**config.mk**
```make
export PLATFORM = sky130hd
export DESIGN_NAME = link_event_anchor_scheduler
export DESIGN_NICKNAME = d
export VERILOG_FILES = /design/src/sv/les_pkg.sv /design/src/sv/les_div.sv /design/src/sv/les_mul.sv /design/src/sv/link_event_anchor_scheduler.sv
export SDC_FILE = /design/constraint.sdc
export NUM_CORES = 2
export LEC_CHECK = 0
export ABC_AREA = 0
export BUFFER_PORTS_ARGS = -buffer_cell sky130_fd_sc_hd__buf_2
export CORE_MARGIN = 2
export CORE_UTILIZATION = 30
export DETAILED_ROUTE_END_ITERATION = 16
export GPL_TIMING_DRIVEN = 1
export SYNTH_ARGS = -nofsm -noshare
export SYNTH_HDL_FRONTEND = slang
export SYNTH_SLANG_ARGS = --single-unit
```
**constraint.sdc**
```tcl
create_clock -name clk_i -period 12.1 [get_ports clk_i]
set_clock_uncertainty 0.1 [all_clocks]
set_input_delay 2.42 -clock clk_i [delete_from_list [all_inputs] [get_ports clk_i]]
set_output_delay 2.42 -clock clk_i [all_outputs]
set_load 0.05 [all_outputs]
```
**src/sv/les_pkg.sv**
```systemverilog
// Shared constants and codes for the link event anchor scheduler.
`timescale 1ns / 1ps
`default_nettype none
package les_pkg;

  // serial divider: dividend covers elapsed time times ppm
  localparam int DIV_N_W   = 74;
  localparam int DIV_D_W   = 22;
  localparam int DIV_CNT_W = $clog2(DIV_N_W + 1);

  // serial multiplier: 64-bit operand times up to 22 bits
  localparam int MUL_A_W   = 64;
  localparam int MUL_B_W   = 22;
  localparam int MUL_P_W   = MUL_A_W + MUL_B_W;
  localparam int MUL_CNT_W = $clog2(MUL_B_W + 1);

  localparam int TIME_W    = 64;
  localparam int CFG_IDX_W = 3;
  localparam int CFG_DAT_W = 22;
  localparam int IN_DATA_W = 168;
  localparam int IN_USER_W = 4;
  localparam int OUT_DATA_W = 144;

  localparam logic [16:0] JITTER_US        = 17'd40;
  localparam logic [TIME_W:0] EXPEDITE_LEAD_US = 65'd3000;
  localparam logic [17:0] CATCHUP_MARGIN_US = 18'd200;
  localparam logic [DIV_D_W-1:0] PPM_SCALE = 22'd1000000;

  // operation codes
  localparam logic [2:0] OP_ESTABLISH = 3'd0;
  localparam logic [2:0] OP_QUERY     = 3'd1;
  localparam logic [2:0] OP_ADVANCE   = 3'd2;
  localparam logic [2:0] OP_RESYNC    = 3'd3;
  localparam logic [2:0] OP_POST      = 3'd4;
  localparam logic [2:0] OP_ACK       = 3'd5;
  localparam logic [2:0] OP_EXPEDITE  = 3'd6;

  // configuration register indexes
  localparam logic [CFG_IDX_W-1:0] CFG_IS_INIT  = 3'd0;
  localparam logic [CFG_IDX_W-1:0] CFG_INTERVAL = 3'd1;
  localparam logic [CFG_IDX_W-1:0] CFG_PPM      = 3'd2;
  localparam logic [CFG_IDX_W-1:0] CFG_WIN_MIN  = 3'd3;
  localparam logic [CFG_IDX_W-1:0] CFG_WIN_MAX  = 3'd4;
  localparam logic [CFG_IDX_W-1:0] CFG_LEAD     = 3'd5;

endpackage
`default_nettype wire

```
**src/sv/les_div.sv**
```systemverilog
// Bit-serial restoring divider, one quotient bit per cycle.
`timescale 1ns / 1ps
`default_nettype none
module les_div import les_pkg::*; (
  input  wire logic               clk_i,
  input  wire logic               rst_ni,
  input  wire logic               start_i,
  input  wire logic [DIV_N_W-1:0] dividend_i,
  input  wire logic [DIV_D_W-1:0] divisor_i,
  output logic                    done_o,
  output logic [DIV_N_W-1:0]      quot_o,
  output logic [DIV_D_W-1:0]      rem_o
);

  logic                 busy_q;
  logic                 done_q;
  logic [DIV_CNT_W-1:0] cnt_q;
  logic [DIV_N_W-1:0]   dq_q;
  logic [DIV_D_W-1:0]   rem_q;
  logic [DIV_D_W-1:0]   dvs_q;
  logic [DIV_D_W:0]     trial;
  logic [DIV_D_W:0]     diff;
  logic                 fits;

  assign trial = {rem_q, dq_q[DIV_N_W-1]};
  assign fits  = trial >= {1'b0, dvs_q};
  assign diff  = trial - {1'b0, dvs_q};

  always_ff @(posedge clk_i or negedge rst_ni) begin
    if (!rst_ni) begin
      busy_q <= 1'b0;
      done_q <= 1'b0;
      cnt_q  <= '0;
    end else begin
      done_q <= 1'b0;
      if (start_i) begin
        busy_q <= 1'b1;
        cnt_q  <= DIV_CNT_W'(DIV_N_W);
      end else if (busy_q) begin
        cnt_q <= cnt_q - 1'b1;
        if (cnt_q == DIV_CNT_W'(1)) begin
          busy_q <= 1'b0;
          done_q <= 1'b1;
        end
      end
    end
  end

  always_ff @(posedge clk_i) begin
    if (start_i) begin
      dq_q  <= dividend_i;
      rem_q <= '0;
      dvs_q <= divisor_i;
    end else if (busy_q) begin
      rem_q <= fits ? diff[DIV_D_W-1:0] : trial[DIV_D_W-1:0];
      dq_q  <= {dq_q[DIV_N_W-2:0], fits};
    end
  end

  assign done_o = done_q;
  assign quot_o = dq_q;
  assign rem_o  = rem_q;

endmodule
`default_nettype wire

```
**src/sv/les_mul.sv**
```systemverilog
// Bit-serial shift-add multiplier, one multiplier bit per cycle.
`timescale 1ns / 1ps
`default_nettype none
module les_mul import les_pkg::*; (
  input  wire logic               clk_i,
  input  wire logic               rst_ni,
  input  wire logic               start_i,
  input  wire logic [MUL_A_W-1:0] a_i,
  input  wire logic [MUL_B_W-1:0] b_i,
  output logic                    done_o,
  output logic [MUL_P_W-1:0]      prod_o
);

  logic                 busy_q;
  logic                 done_q;
  logic [MUL_CNT_W-1:0] cnt_q;
  logic [MUL_A_W-1:0]   a_q;
  logic [MUL_A_W-1:0]   hi_q;
  logic [MUL_B_W-1:0]   lo_q;
  logic [MUL_A_W:0]     sum;

  assign sum = {1'b0, hi_q} + (lo_q[0] ? {1'b0, a_q} : '0);

  always_ff @(posedge clk_i or negedge rst_ni) begin
    if (!rst_ni) begin
      busy_q <= 1'b0;
      done_q <= 1'b0;
      cnt_q  <= '0;
    end else begin
      done_q <= 1'b0;
      if (start_i) begin
        busy_q <= 1'b1;
        cnt_q  <= MUL_CNT_W'(MUL_B_W);
      end else if (busy_q) begin
        cnt_q <= cnt_q - 1'b1;
        if (cnt_q == MUL_CNT_W'(1)) begin
          busy_q <= 1'b0;
          done_q <= 1'b1;
        end
      end
    end
  end

  // multiplier bits leave lo_q as product bits enter from the top
  always_ff @(posedge clk_i) begin
    if (start_i) begin
      a_q  <= a_i;
      hi_q <= '0;
      lo_q <= b_i;
    end else if (busy_q) begin
      hi_q <= sum[MUL_A_W:1];
      lo_q <= {sum[0], lo_q[MUL_B_W-1:1]};
    end
  end

  assign done_o = done_q;
  assign prod_o = {hi_q, lo_q};

endmodule
`default_nettype wire

```
**src/sv/link_event_anchor_scheduler.sv**
```systemverilog
// Link event anchor scheduler: sequencer over a serial divider and multiplier.
// Throughput: one request at a time, the next taken the cycle after the result is loaded,
// even while that result still waits on the output.
// Reset (rst_ni low, asynchronous): no link, registers at their defaults, output empty.
`timescale 1ns / 1ps
`default_nettype none
module link_event_anchor_scheduler import les_pkg::*; (
  input  wire logic                  clk_i,
  input  wire logic                  rst_ni,
  input  wire logic                  s_axis_tvalid,
  output logic                       s_axis_tready,
  // now_us[63:0], time_value_us[127:64], new_chan_map[143:128],
  // new_subrate[151:144], change_instant[167:152]
  input  wire logic [IN_DATA_W-1:0]  s_axis_tdata,
  // operation[2:0], change_kind[3]
  input  wire logic [IN_USER_W-1:0]  s_axis_tuser,
  output logic                       m_axis_tvalid,
  input  wire logic                  m_axis_tready,
  // anchor_out_us[63:0], event_counter[79:64], window_half_us[95:80],
  // subrate_out[103:96], chan_map_out[119:104], change_abandoned[120],
  // events_skipped[136:121], zero[143:137]
  output logic [OUT_DATA_W-1:0]      m_axis_tdata,
  input  wire logic                  cfg_valid_i,
  output logic                       cfg_ready_o,
  input  wire logic [CFG_IDX_W-1:0]  cfg_index_i,
  input  wire logic [CFG_DAT_W-1:0]  cfg_data_i
);

  localparam logic [4:0] S_IDLE     = 5'd0;
  localparam logic [4:0] S_OP       = 5'd1;
  localparam logic [4:0] S_HW       = 5'd2;
  localparam logic [4:0] S_HW_MUL   = 5'd3;
  localparam logic [4:0] S_HW_DIV   = 5'd4;
  localparam logic [4:0] S_DISP     = 5'd5;
  localparam logic [4:0] S_EN       = 5'd6;
  localparam logic [4:0] S_EN_DIV   = 5'd7;
  localparam logic [4:0] S_NA       = 5'd8;
  localparam logic [4:0] S_NA_DIV   = 5'd9;
  localparam logic [4:0] S_PLACE    = 5'd10;
  localparam logic [4:0] S_PLACE_MUL = 5'd11;
  localparam logic [4:0] S_GOAL     = 5'd12;
  localparam logic [4:0] S_CMP      = 5'd13;
  localparam logic [4:0] S_TMIN     = 5'd14;
  localparam logic [4:0] S_TMIN_DIV = 5'd15;
  localparam logic [4:0] S_TCMP     = 5'd16;
  localparam logic [4:0] S_M_DIV    = 5'd17;
  localparam logic [4:0] S_M_LAUNCH = 5'd18;
  localparam logic [4:0] S_M_MUL    = 5'd19;
  localparam logic [4:0] S_PEND     = 5'd20;
  localparam logic [4:0] S_OUT      = 5'd21;

  // what the event-number walk is doing
  localparam logic [1:0] PH_CU1 = 2'd0;  // align to an active event
  localparam logic [1:0] PH_CU2 = 2'd1;  // jump past the goal
  localparam logic [1:0] PH_FIN = 2'd2;  // final placement
  localparam logic [1:0] PH_ADV = 2'd3;  // advance by one active event

  logic [4:0] state_q, state_d;
  logic [1:0] phase_q;
  logic       docatch_q, doadv_q;

  // configuration
  logic        init_q;
  logic [21:0] intv_q;
  logic [9:0]  ppm_q;
  logic [13:0] wmin_q;
  logic [16:0] wmax_q;
  logic [16:0] lead_q;

  // link state
  logic              link_q;
  logic [TIME_W-1:0] anchor_q, epoch_q, lsync_q;
  logic [15:0]       cnt_q, map_q, pmap_q, pinst_q;
  logic [7:0]        sub_q, prate_q;
  logic [1:0]        pflags_q;
  logic              conf_q;

  // request and working registers
  logic [2:0]        op_q;
  logic              kind_q;
  logic [TIME_W-1:0] now_q, tv_q;
  logic [15:0]       nmap_q, ninst_q;
  logic [7:0]        nsub_q;
  logic [15:0]       hw_q;
  logic [TIME_W-1:0] k_q, t_q, goal_q, tmin_q;
  logic [15:0]       skip_q;
  logic              drop_q;
  logic              ovalid_q;
  logic [OUT_DATA_W-1:0] odata_q;

  // arithmetic units
  logic               mul_start, mul_done;
  logic [MUL_A_W-1:0] mul_a;
  logic [MUL_B_W-1:0] mul_b;
  logic [MUL_P_W-1:0] mul_prod;
  logic               div_start, div_done;
  logic [DIV_N_W-1:0] div_n;
  logic [DIV_D_W-1:0] div_d;
  logic [DIV_N_W-1:0] div_quot;
  logic [DIV_D_W-1:0] div_rem;

  les_mul u_mul (
    .clk_i   (clk_i),
    .rst_ni  (rst_ni),
    .start_i (mul_start),
    .a_i     (mul_a),
    .b_i     (mul_b),
    .done_o  (mul_done),
    .prod_o  (mul_prod)
  );

  les_div u_div (
    .clk_i      (clk_i),
    .rst_ni     (rst_ni),
    .start_i    (div_start),
    .dividend_i (div_n),
    .divisor_i  (div_d),
    .done_o     (div_done),
    .quot_o     (div_quot),
    .rem_o      (div_rem)
  );

  logic [7:0]        step;
  logic [TIME_W-1:0] elapsed;
  logic              intv_zero, en_zero, rem_nz, en_round, do_out;
  logic [15:0]       lim, hw_calc;
  logic [16:0]       cwin, hw_sum;
  logic [TIME_W-1:0] drift, next_act, goal_calc, soon, goal_dist, m_calc, q64;
  logic [17:0]       goal_off;
  logic [TIME_W:0]   goal_sum, soon_sum;
  logic [DIV_D_W:0]  round_sum;
  logic [15:0]       skip_calc;

  assign step      = (sub_q == 8'd0) ? 8'd1 : sub_q;
  assign elapsed   = (lsync_q != '0 && now_q > lsync_q) ? now_q - lsync_q : '0;
  assign intv_zero = intv_q == '0;
  assign en_zero   = intv_zero || (anchor_q < epoch_q);
  assign q64       = div_quot[TIME_W-1:0];
  assign rem_nz    = div_rem != '0;
  assign round_sum = {1'b0, div_rem} + {2'b0, intv_q[21:1]};
  assign en_round  = round_sum >= {1'b0, intv_q};
  // k - k mod s + s, which is the next multiple of s above k
  assign next_act  = k_q - {56'b0, div_rem[7:0]} + {56'b0, step};

  assign lim     = wmax_q[16:1];
  assign cwin    = JITTER_US + {4'b0, wmin_q[13:1]};
  assign drift   = q64;
  assign hw_sum  = {1'b0, drift[15:0]} + cwin;
  assign hw_calc = (drift >= {48'b0, lim}) ? lim :
                   ((hw_sum < {1'b0, lim}) ? hw_sum[15:0] : lim);

  assign goal_off  = {1'b0, lead_q} + {2'b0, hw_q} + CATCHUP_MARGIN_US;
  assign goal_sum  = {1'b0, now_q} + {47'b0, goal_off};
  assign goal_calc = goal_sum[TIME_W] ? '1 : goal_sum[TIME_W-1:0];
  assign soon_sum  = {1'b0, now_q} + EXPEDITE_LEAD_US;
  assign soon      = soon_sum[TIME_W] ? '1 : soon_sum[TIME_W-1:0];
  assign goal_dist = (goal_q > epoch_q) ? goal_q - epoch_q : '0;
  assign m_calc    = q64 + {63'b0, rem_nz};
  assign skip_calc = (k_q >= 64'd65534) ? 16'hFFFF : k_q[15:0] + 16'd1;
  assign do_out    = (state_q == S_OUT) && (!ovalid_q || m_axis_tready);

  // sequencer and unit launches
  always_comb begin
    state_d   = state_q;
    mul_start = 1'b0;
    mul_a     = '0;
    mul_b     = '0;
    div_start = 1'b0;
    div_n     = '0;
    div_d     = '0;
    unique case (state_q)
      S_IDLE: if (s_axis_tvalid) state_d = S_OP;
      S_OP:   state_d = S_HW;
      S_HW: begin
        if (init_q) begin
          state_d = S_DISP;
        end else begin
          mul_start = 1'b1;
          mul_a     = elapsed;
          mul_b     = {12'b0, ppm_q};
          state_d   = S_HW_MUL;
        end
      end
      S_HW_MUL: begin
        if (mul_done) begin
          div_start = 1'b1;
          div_n     = mul_prod[DIV_N_W-1:0];
          div_d     = PPM_SCALE;
          state_d   = S_HW_DIV;
        end
      end
      S_HW_DIV: if (div_done) state_d = S_DISP;
      S_DISP: begin
        if (docatch_q) state_d = intv_zero ? S_OUT : S_EN;
        else if (doadv_q) state_d = S_EN;
        else state_d = S_OUT;
      end
      S_EN: begin
        if (en_zero) begin
          state_d = S_NA;
        end else begin
          div_start = 1'b1;
          div_n     = {10'b0, anchor_q - epoch_q};
          div_d     = intv_q;
          state_d   = S_EN_DIV;
        end
      end
      S_EN_DIV: if (div_done) state_d = S_NA;
      S_NA: begin
        div_start = 1'b1;
        div_n     = {10'b0, k_q};
        div_d     = {14'b0, step};
        state_d   = S_NA_DIV;
      end
      S_NA_DIV: begin
        if (div_done) begin
          case (phase_q)
            PH_CU1:  state_d = rem_nz ? S_PLACE : S_GOAL;
            PH_CU2:  state_d = S_TMIN;
            default: state_d = S_PLACE;
          endcase
        end
      end
      S_PLACE: begin
        mul_start = 1'b1;
        mul_a     = t_q;
        mul_b     = intv_q;
        state_d   = S_PLACE_MUL;
      end
      S_PLACE_MUL: begin
        if (mul_done) begin
          case (phase_q)
            PH_CU1:  state_d = S_GOAL;
            PH_ADV:  state_d = S_PEND;
            default: state_d = S_OUT;
          endcase
        end
      end
      S_GOAL: state_d = S_CMP;
      S_CMP:  state_d = (anchor_q >= goal_q) ? S_OUT : S_EN;
      S_TMIN: begin
        div_start = 1'b1;
        div_n     = {10'b0, goal_dist};
        div_d     = intv_q;
        state_d   = S_TMIN_DIV;
      end
      S_TMIN_DIV: if (div_done) state_d = S_TCMP;
      S_TCMP: begin
        if (t_q < tmin_q) begin
          div_start = 1'b1;
          div_n     = {10'b0, tmin_q - t_q};
          div_d     = {14'b0, step};
          state_d   = S_M_DIV;
        end else begin
          state_d = S_PLACE;
        end
      end
      S_M_DIV: if (div_done) state_d = S_M_LAUNCH;
      S_M_LAUNCH: begin
        mul_start = 1'b1;
        mul_a     = k_q;
        mul_b     = {14'b0, step};
        state_d   = S_M_MUL;
      end
      S_M_MUL: if (mul_done) state_d = S_PLACE;
      S_PEND:  state_d = S_OUT;
      S_OUT:   if (do_out) state_d = S_IDLE;
      default: state_d = S_IDLE;
    endcase
  end

  // control, configuration and link state
  always_ff @(posedge clk_i or negedge rst_ni) begin
    if (!rst_ni) begin
      state_q   <= S_IDLE;
      phase_q   <= PH_CU1;
      docatch_q <= 1'b0;
      doadv_q   <= 1'b0;
      ovalid_q  <= 1'b0;
      skip_q    <= '0;
      drop_q    <= 1'b0;
      init_q    <= 1'b0;
      intv_q    <= 22'd100000;
      ppm_q     <= 10'd100;
      wmin_q    <= 14'd200;
      wmax_q    <= 17'd4000;
      lead_q    <= 17'd1000;
      link_q    <= 1'b0;
      anchor_q  <= '0;
      epoch_q   <= '0;
      lsync_q   <= '0;
      cnt_q     <= '0;
      map_q     <= '0;
      pmap_q    <= '0;
      pinst_q   <= '0;
      sub_q     <= 8'd1;
      prate_q   <= '0;
      pflags_q  <= '0;
      conf_q    <= 1'b0;
    end else begin
      state_q <= state_d;

      if (cfg_valid_i) begin
        case (cfg_index_i)
          CFG_IS_INIT:  init_q <= cfg_data_i[0];
          CFG_INTERVAL: intv_q <= cfg_data_i;
          CFG_PPM:      ppm_q  <= cfg_data_i[9:0];
          CFG_WIN_MIN:  wmin_q <= cfg_data_i[13:0];
          CFG_WIN_MAX:  wmax_q <= cfg_data_i[16:0];
          CFG_LEAD:     lead_q <= cfg_data_i[16:0];
          default: ;
        endcase
      end

      if (do_out) ovalid_q <= 1'b1;
      else if (m_axis_tready) ovalid_q <= 1'b0;

      unique case (state_q)
        S_OP: begin
          skip_q    <= '0;
          drop_q    <= 1'b0;
          docatch_q <= 1'b0;
          doadv_q   <= 1'b0;
          case (op_q)
            OP_ESTABLISH: begin
              anchor_q  <= tv_q;
              epoch_q   <= tv_q;
              cnt_q     <= '0;
              map_q     <= nmap_q;
              sub_q     <= 8'd1;
              pflags_q  <= '0;
              conf_q    <= 1'b0;
              lsync_q   <= now_q;
              link_q    <= 1'b1;
              docatch_q <= 1'b1;
            end
            OP_QUERY:   docatch_q <= link_q;
            OP_ADVANCE: doadv_q <= link_q;
            OP_RESYNC: begin
              if (link_q && !init_q) begin
                epoch_q  <= epoch_q + tv_q - anchor_q;
                anchor_q <= tv_q;
                lsync_q  <= now_q;
              end
            end
            OP_POST: begin
              if (kind_q) begin
                prate_q     <= nsub_q;
                pflags_q[1] <= 1'b1;
              end else begin
                pmap_q      <= nmap_q;
                pflags_q[0] <= 1'b1;
              end
              pinst_q <= ninst_q;
              conf_q  <= 1'b0;
            end
            OP_ACK: if (pflags_q != '0) conf_q <= 1'b1;
            OP_EXPEDITE: begin
              if (link_q && init_q && anchor_q > soon) begin
                anchor_q <= soon;
                sub_q    <= 8'd1;
              end
            end
            default: ;
          endcase
        end
        S_DISP: phase_q <= docatch_q ? PH_CU1 : PH_ADV;
        S_PLACE_MUL: begin
          if (mul_done) begin
            anchor_q <= epoch_q + mul_prod[TIME_W-1:0];
            cnt_q    <= t_q[15:0];
          end
        end
        S_CMP:      if (anchor_q < goal_q) phase_q <= PH_CU2;
        S_TMIN_DIV: if (div_done) skip_q <= 16'd1;
        S_TCMP:     if (t_q >= tmin_q) phase_q <= PH_FIN;
        S_M_LAUNCH: begin
          skip_q  <= skip_calc;
          phase_q <= PH_FIN;
        end
        S_PEND: begin
          // change instant compared without wrap handling
          if (pflags_q != '0 && cnt_q >= pinst_q) begin
            if (!init_q || conf_q) begin
              if (pflags_q[0]) map_q <= pmap_q;
              if (pflags_q[1]) sub_q <= (prate_q == 8'd0) ? 8'd1 : prate_q;
            end else begin
              drop_q <= 1'b1;
            end
            pflags_q <= '0;
            conf_q   <= 1'b0;
          end
        end
        default: ;
      endcase
    end
  end

  // request capture and working values
  always_ff @(posedge clk_i) begin
    case (state_q)
      S_IDLE: begin
        if (s_axis_tvalid) begin
          op_q    <= s_axis_tuser[2:0];
          kind_q  <= s_axis_tuser[3];
          now_q   <= s_axis_tdata[63:0];
          tv_q    <= s_axis_tdata[127:64];
          nmap_q  <= s_axis_tdata[143:128];
          nsub_q  <= s_axis_tdata[151:144];
          ninst_q <= s_axis_tdata[167:152];
        end
      end
      S_HW:       if (init_q) hw_q <= {3'b0, wmin_q[13:1]};
      S_HW_DIV:   if (div_done) hw_q <= hw_calc;
      S_EN:       if (en_zero) k_q <= '0;
      S_EN_DIV:   if (div_done) k_q <= q64 + {63'b0, en_round};
      S_NA_DIV:   if (div_done) t_q <= next_act;
      S_GOAL:     goal_q <= goal_calc;
      S_TMIN_DIV: if (div_done) tmin_q <= m_calc;
      S_M_DIV:    if (div_done) k_q <= m_calc;
      S_M_MUL:    if (mul_done) t_q <= t_q + mul_prod[TIME_W-1:0];
      S_OUT: begin
        if (do_out) begin
          odata_q <= {7'b0, skip_q, drop_q, map_q, sub_q, hw_q, cnt_q,
                      (link_q && !intv_zero) ? anchor_q : {TIME_W{1'b1}}};
        end
      end
      default: ;
    endcase
  end

  assign s_axis_tready = state_q == S_IDLE;
  assign cfg_ready_o   = 1'b1;
  assign m_axis_tvalid = ovalid_q;
  assign m_axis_tdata  = odata_q;

  a_sub_nonzero: assert property (@(posedge clk_i) disable iff (!rst_ni)
    sub_q != 8'd0)
    else $error("subrate in force is zero");

  a_div_done_waits: assert property (@(posedge clk_i) disable iff (!rst_ni)
    div_done |-> (state_q == S_HW_DIV || state_q == S_EN_DIV || state_q == S_NA_DIV ||
                  state_q == S_TMIN_DIV || state_q == S_M_DIV))
    else $error("divider finished outside a wait state");

  a_mul_done_waits: assert property (@(posedge clk_i) disable iff (!rst_ni)
    mul_done |-> (state_q == S_HW_MUL || state_q == S_PLACE_MUL || state_q == S_M_MUL))
    else $error("multiplier finished outside a wait state");

  a_result_from_out: assert property (@(posedge clk_i) disable iff (!rst_ni)
    $rose(m_axis_tvalid) |-> $past(state_q) == S_OUT)
    else $error("result raised outside the output state");

endmodule
`default_nettype wire
```
Yosys cells after proc, flatten, opt, wreduce, memory -nomap -nowiden
Index checks and enable logic that the tools add are counted.
- add/subtract/negate cells: 24
- order comparisons: 14
- equal/unequal tests: 66
- multiplexer cells: 124
- bitwise gates (word level): 1
- reduce and logical (&&, ||, !) cells: 65
- operators by type and width (kind ; number):
    two-way mux 64 bit ; 17
    one-hot mux 64 bit (3 select lines) ; 3
    one-hot mux 64 bit (2 select lines) ; 4
    one-hot mux 74 bit (5 select lines) ; 1
    subtractor 64 bit ; 5
    two-way mux 74 bit ; 3
    adder 64 bit ; 3
    > comparator 64 bit ; 3
    less-than comparator 64 bit ; 3
    two-way mux 16 bit ; 12
    adder 64 x 1 -> 64 bit ; 2
    >= comparator 64 bit ; 2
    one-hot mux 22 bit (5 select lines) ; 1
    one-hot mux 5 bit (22 select lines) ; 1
    one-hot mux 16 bit (2 select lines) ; 3
    two-way mux 22 bit ; 4
    two-way mux 5 bit ; 17
    one-hot mux 22 bit (3 select lines) ; 1
    adder 64 x 12 -> 65 bit, second input constant ; 1
    adder 64 x 18 -> 65 bit ; 1
    adder 64 x 65 -> 65 bit ; 1
    adder 64 x 8 -> 64 bit ; 1
    >= comparator 64 x 16 -> 1 bit ; 1
    >= comparator 64 x 16 -> 1 bit, second input constant ; 1
    67 further kinds ; 203
- flip-flop bits (word level): 1249
- input port bits: 202
- output and inout port bits: 147
- word-level logic and storage cells: 346

Logic depth before layout (Yosys ltp)
- depth after elaboration: 7
- gate-level depth with buffers: 35
- mapped depth without buffers: 35

Modules after synthesis
Synthesis repeated with hierarchy kept, for this count alone.
- cells, all modules: 11228
- area, all modules: 100821.7 um2
- modules (own cells, without submodules) (module ; instances ; cells each ; area an instance (um2)):
    link_event_anchor_scheduler ; 1 ; 9775 ; 85037.8
    les_mul ; 1 ; 957 ; 9447.8
    les_div ; 1 ; 496 ; 6336.1

Worst setup path after synthesis
No wires, ideal clock.
- kind: input to register
- from: input m_axis_tready
- to: register odata_q[0], in the netlist m_axis_tdata[0] (enable)
- library setup time: 0.679 ns
- arrival time: 9.063 ns
- required time: 11.321 ns
- setup slack: 2.258 ns
- stages on the path: 2
- path buffers: 0
- path through: inv_1 > a21oi_1
- cells in the longest elaborated chain, start to end: 3
- RTL lines (element ; line ; source):
    start, declared ; link_event_anchor_scheduler.sv:18 ; input wire logic m_axis_tready,
    logical OR 1 bit ; link_event_anchor_scheduler.sv:160 ; assign do_out = (state_q == S_OUT) && (!ovalid_q || m_axis_tready);
    logical AND 1 bit ; link_event_anchor_scheduler.sv:160 ;
    via do_out ; link_event_anchor_scheduler.sv:125 ; logic intv_zero, en_zero, rem_nz, en_round, do_out;
    AND reduction 2 bit (no source line) ; -- ;
    end signal, assigned ; link_event_anchor_scheduler.sv:424 ; odata_q <= {7'b0, skip_q, drop_q, map_q, sub_q, hw_q, cnt_q,
    end, declared ; link_event_anchor_scheduler.sv:89 ; logic [OUT_DATA_W-1:0] odata_q;
The timed path passes the listed nets, and every way through them passes these cells.
A chain may end at the register's enable or synchronous reset.

Worst setup path in the final report
- from: register intv_q[1]
- to: register k_q[56], data pin
- cells in the longest elaborated chain, start to end: 5
- RTL lines (element ; line ; source):
    start, declared ; link_event_anchor_scheduler.sv:64 ; logic [21:0] intv_q;
    start signal, assigned ; link_event_anchor_scheduler.sv:306 ; CFG_INTERVAL: intv_q <= cfg_data_i;
    adder 22 x 21 -> 23 bit ; link_event_anchor_scheduler.sv:140 ; assign round_sum = {1'b0, div_rem} + {2'b0, intv_q[21:1]};
    >= comparator 23 x 22 -> 1 bit (*) ; link_event_anchor_scheduler.sv:141 ; assign en_round = round_sum >= {1'b0, intv_q};
    adder 64 x 1 -> 64 bit (*) ; link_event_anchor_scheduler.sv:416 ; S_EN_DIV: if (div_done) k_q <= q64 + {63'b0, en_round};
    two-way mux 64 bit (*) ; link_event_anchor_scheduler.sv:416 ;
    one-hot mux 64 bit (3 select lines) (*) ; link_event_anchor_scheduler.sv:401 ; case (state_q)
    end signal, assigned ; link_event_anchor_scheduler.sv:416 ;
    end signal, assigned ; link_event_anchor_scheduler.sv:420 ; S_M_DIV: if (div_done) k_q <= m_calc;
    end, declared ; link_event_anchor_scheduler.sv:85 ; logic [TIME_W-1:0] k_q, t_q, goal_q, tmin_q;
Mark *: on every way between the ends. The rest lies on a longest branch, timed or not. The select of a mux whose other input is x is not followed.

==> impl_metrics.prom <==
# TYPE chip_impl_metric gauge
chip_impl_info{name="status",value="complete, no violations"} 1
chip_impl_metric{name="gp_congestion",unit=""} 1.03
chip_impl_metric{name="max_slew_margin",unit="%"} 9.11
chip_impl_metric{name="max_freq",unit="MHz"} 119
chip_impl_metric{name="worst_skew_pair_latency",unit="ns"} 0.89
chip_impl_metric{name="dp.cells",unit=""} 15600
chip_impl_metric{name="drt_drc_violations_left",unit=""} 0
chip_impl_metric{name="total_leakage_power",unit="nW"} 48.0
chip_impl_info{name="yosysTopAreaCell",value="edfxtp_1"} 1
chip_impl_metric{name="yosysTopAreaCellShare",unit="%"} 22.9
chip_impl_info{name="tritoncts",value="done"} 1
chip_impl_metric{name="cap_viol_max_count",unit=""} 0
chip_impl_metric{name="drt-wirelength-per-cell",unit="µm"} 26.9
chip_impl_info{name="synth_top_cells_by_area",value="edfxtp_1 23%, ha_1 12%, dfrtp_1 9.3%"} 1
chip_impl_metric{name="syn-cell-area",unit="µm²"} 99900
chip_impl_info{name="setup.worst_path.end_class",value="flip-flop"} 1
chip_impl_metric{name="core_region_area",unit="µm²"} 331000
chip_impl_metric{name="syn-instance-count",unit=""} 11300
chip_impl_info{name="timing.setup.critical_path_class",value="flip-flop to flip-flop"} 1
chip_impl_metric{name="timing_hold_violations_final",unit=""} 0
chip_impl_metric{name="cts-htree-levels",unit=""} 4
chip_impl_metric{name="tightest_slew",unit="ns"} 1.36
chip_impl_metric{name="synth-warning-count",unit=""} 0
chip_impl_metric{name="power_density",unit="nW/µm²"} 305
chip_impl_metric{name="finalNonFillerCells",unit=""} 15900
chip_impl_metric{name="finish.utilization",unit="%"} 33.7
chip_impl_metric{name="cp_data_arrival_time",unit="ns"} 8.88
chip_impl_metric{name="fp.dieH",unit="µm"} 581
chip_impl_metric{name="max-clock-path-buffers",unit=""} 4
chip_impl_metric{name="post_cts_buffers",unit=""} 0
chip_impl_metric{name="worst_vdd_drop",unit="mV"} 0.173
chip_impl_metric{name="setup_tns",unit="ns"} 0
chip_impl_metric{name="async_reset_ff_share",unit="%"} 31.9
chip_impl_metric{name="num_vias",unit=""} 89900
chip_impl_info{name="synth_ff_type",value="edfxtp_1"} 1
chip_impl_metric{name="layout-drive-gt1-share",unit="%"} 8.74
chip_impl_metric{name="fp.dieArea",unit="µm²"} 338000
chip_impl_metric{name="slew_violations",unit=""} 0
chip_impl_metric{name="num-fill-cells",unit=""} 34400
chip_impl_metric{name="hpwl",unit="mm"} 342
chip_impl_metric{name="post_synth_xor_area_fraction",unit="%"} 6.37
chip_impl_metric{name="critical_path.max_fanout",unit=""} 5
chip_impl_info{name="hp_class",value="flip-flop to flip-flop"} 1
chip_impl_metric{name="global_router_s_overall_resource_usage",unit="%"} 24.3
chip_impl_metric{name="clkTransAtPathRegs",unit="ns"} 0.06
chip_impl_metric{name="syn_avg_cell_area",unit="µm²"} 8.85
chip_impl_metric{name="synth-seq-area-share",unit="%"} 34.7
chip_impl_metric{name="synth_compound_gate_area_share",unit="%"} 21.6
chip_impl_info{name="cp-start-kind",value="flip-flop"} 1
chip_impl_info{name="synth_top_family_by_area",value="compound AO/OA/AOI/OAI gates"} 1
chip_impl_metric{name="clock_sink_count",unit=""} 1247
chip_impl_metric{name="final.min_clock_period",unit="ns"} 8.40
chip_impl_metric{name="grt_antenna_before_repair",unit=""} 44
chip_impl_metric{name="first_iter_violations",unit=""} 10800
chip_impl_info{name="rsz0062_at_grt",value="false"} 1
chip_impl_metric{name="grt_start_max_net_pins",unit=""} 132
chip_impl_metric{name="tritoncts.num_buffers",unit=""} 157
chip_impl_metric{name="drt_first_pass_iters",unit=""} 10
chip_impl_info{name="critical_path.slowest_cell",value="nor4_1"} 1
chip_impl_metric{name="post_route_fraction_of_the_period_consumed_by_the_critical_path",unit="%"} 69.5
chip_impl_metric{name="floorplan.die.width",unit="µm"} 581
chip_impl_metric{name="synth_seq_cells",unit=""} 1247
chip_impl_metric{name="wire_length_of_the_first_global_routing_pass",unit="mm"} 604
chip_impl_metric{name="wirelength",unit="mm"} 427
chip_impl_metric{name="port_buffer_count",unit=""} 340
chip_impl_metric{name="antenna_left",unit=""} 0
chip_impl_metric{name="placementRows",unit=""} 211
chip_impl_metric{name="final_net_count",unit=""} 12700
chip_impl_metric{name="number_of_failing_setup_endpoints_in_the_final_timing_report",unit=""} 0
chip_impl_metric{name="via_count_of_the_first_global_routing_pass",unit=""} 84200
chip_impl_metric{name="edff_count_synth",unit=""} 763
chip_impl_metric{name="synth_simple_gate_area_share",unit="%"} 15.3
chip_impl_metric{name="hold_slack",unit="ns"} 0.344
chip_impl_metric{name="syn_to_final_growth",unit="%"} 11.7
chip_impl_info{name="critPathMostFrequentCell",value="ha_1"} 1
chip_impl_metric{name="globalRouteOverflowTotal",unit=""} 0
chip_impl_metric{name="initial_core_utilization",unit="%"} 30.2
chip_impl_info{name="clockRootBuffer",value="clkbuf_16"} 1
chip_impl_metric{name="critical_path_required",unit="ns"} 12.58
chip_impl_metric{name="post_synth_fa_ha_maj_area_fraction",unit="%"} 14.4
chip_impl_metric{name="yosys.cell_types.count",unit=""} 102
chip_impl_metric{name="slowest_delay",unit="ns"} 0.89
chip_impl_metric{name="cts_resized",unit=""} 0
chip_impl_metric{name="cts_hold_repair.buffers",unit=""} 0
chip_impl_metric{name="synthMuxAreaShare",unit="%"} 2.13
chip_impl_metric{name="top_level_ports",unit=""} 349
chip_impl_metric{name="avgViaCountPerCell",unit=""} 5.65
==> state kept, by name (all words and copies together) (netlist names), 64 cells and up <==
name / count
tv_q: 64
tmin_q: 64
u_mul.a_q: 64
epoch_q: 64
u_div.quot_o: 74
lsync_q: 64
u_mul.hi_q: 64
goal_q: 64
now_q: 64
anchor_q: 64
m_axis_tdata: 137
t_q: 64
k_q: 64
==> kinds of logic (layout without fill, tap and decap cells) <==
group,after synthesis,count (layout)
other cells,2,27
buf+inv,1452,1676
compound gates,3343,3343
simple gates,3227,3227
xor+xnor,726,726
mux,200,200
fa+ha+maj,1087,1087
flops,1247,1247
==> synthesized netlist by cell type, types with 97 or more instances <==
| library cell | instances |
|---|---|
| a211oi_1 | 145 |
| a21o_1 | 433 |
| a21oi_1 | 960 |
| a22oi_1 | 97 |
| a31oi_1 | 128 |
| and2_1 | 111 |
| and3_1 | 105 |
| clkbuf_1 | 479 |
| dfrtp_1 | 373 |
| edfxtp_1 | 763 |
| fa_1 | 98 |
| ha_1 | 989 |
| inv_1 | 916 |
| mux2_2 | 104 |
| nand2_1 | 965 |
| nand2b_1 | 111 |
| nand3_1 | 296 |
| nand4_1 | 216 |
| nor2_1 | 867 |
| nor2b_1 | 110 |
| nor3_1 | 172 |
| o21a_1 | 109 |
| o21ai_0 | 640 |
| o21bai_1 | 114 |
| xnor2_1 | 439 |
| xor2_1 | 287 |
==> stage by stage <==
| step | worst slack [ns] | power [mW] | cell area, µm² |
|---|---|---|---|
| 6_report | 3.70 | 34.0 | 112000 |
| 5_1_grt | 3.27 | 36.0 | 112000 |
| 4_1_cts | 4.09 | 33.6 | 111000 |
| 3_5_place_dp | 4.22 | 28.4 | 106000 |
| 3_3_place_gp | 4.17 | 28.4 | 106000 |
| 2_1_floorplan | 2.26 | 21.5 | 99900 |
==> worst paths after layout <==
check | depth (start not counted) | start | end | slack [ns]
worst max-delay path | 34 | intv_q[1] | k_q[56] | 3.70
worst min-delay path | 0 | map_q[1] | m_axis_tdata[105] | 0.34
worst max register to register | 34 | intv_q[1] | k_q[56] | 3.70
worst min register to register | 0 | map_q[1] | m_axis_tdata[105] | 0.34
max in group asynchronous | 3 | rst_ni | intv_q[17] | 8.37
min in group asynchronous | 1 | rst_ni | epoch_q[49] | 1.48
==> where the power goes <==
part           internal [mW]  leakage, nW  total [mW]  switching [mW]
combinational           7.82         32.7        21.0            13.2
clock                   2.86         2.52        4.95            2.09
sequential              5.97         12.7        8.01            2.03
==> worst max-delay path: cells and delay by family (launching register included) <==
kind            cells  cell delay [ns]
compound gates     15             3.20
xor+xnor            1             0.12
fa+ha+maj           5             1.19
buf+inv             2             0.30
flops               1             0.44
simple gates       11             2.70
==> metal layers <==
layer	GRT usage (%)	part of all wire (%)	wire (µm)	vias up
met5	0.0567	0.035	148	-
met4	13.0	6.2	26500	24
met3	5.84	9.9	42100	853
met2	36.4	42	181000	4380
met1	32.2	41	177000	43500
li1	-	-	-	41100
==> layout make-up <==
class | instances | area (µm²) | area share [%]
multi-input cells | 8591 | 59900 | 53.7
flip-flops and latches | 1247 | 34600 | 31.0
well taps | 4366 | 5460 | 4.90
clock buffers | 215 | 4520 | 4.05
inverters | 917 | 3450 | 3.09
repair buffers | 478 | 2820 | 2.53
clock inverters | 66 | 667 | 0.598
diodes | 19 | 47.5 | 0.0426
==> cell usage in the layout, fill, tap and decap left out, drive strengths merged, types with 74 or more instances in the layout <==
cell    netlist  routed
a211oi      145     145
a21o        433     433
a21oi       961     961
a22oi        97      97
a31oi       128     128
and2        112     112
and3        105     105
buf          56     478
clkbuf      479     215
dfrtp       373     373
dfxtp        86      86
edfxtp      763     763
fa           98      98
ha          989     989
inv         917     923
mux2        104     104
mux2i        96      96
nand2       965     965
nand2b      111     111
nand3       296     296
nand4       216     216
nor2        867     867
nor2b       110     110
nor3        172     172
nor4         86      86
o211ai       74      74
o21a        109     109
o21ai       740     740
o21bai      114     114
xnor2       439     439
xor2        287     287
No activity file was read; power rests on OpenSTA's default activity.
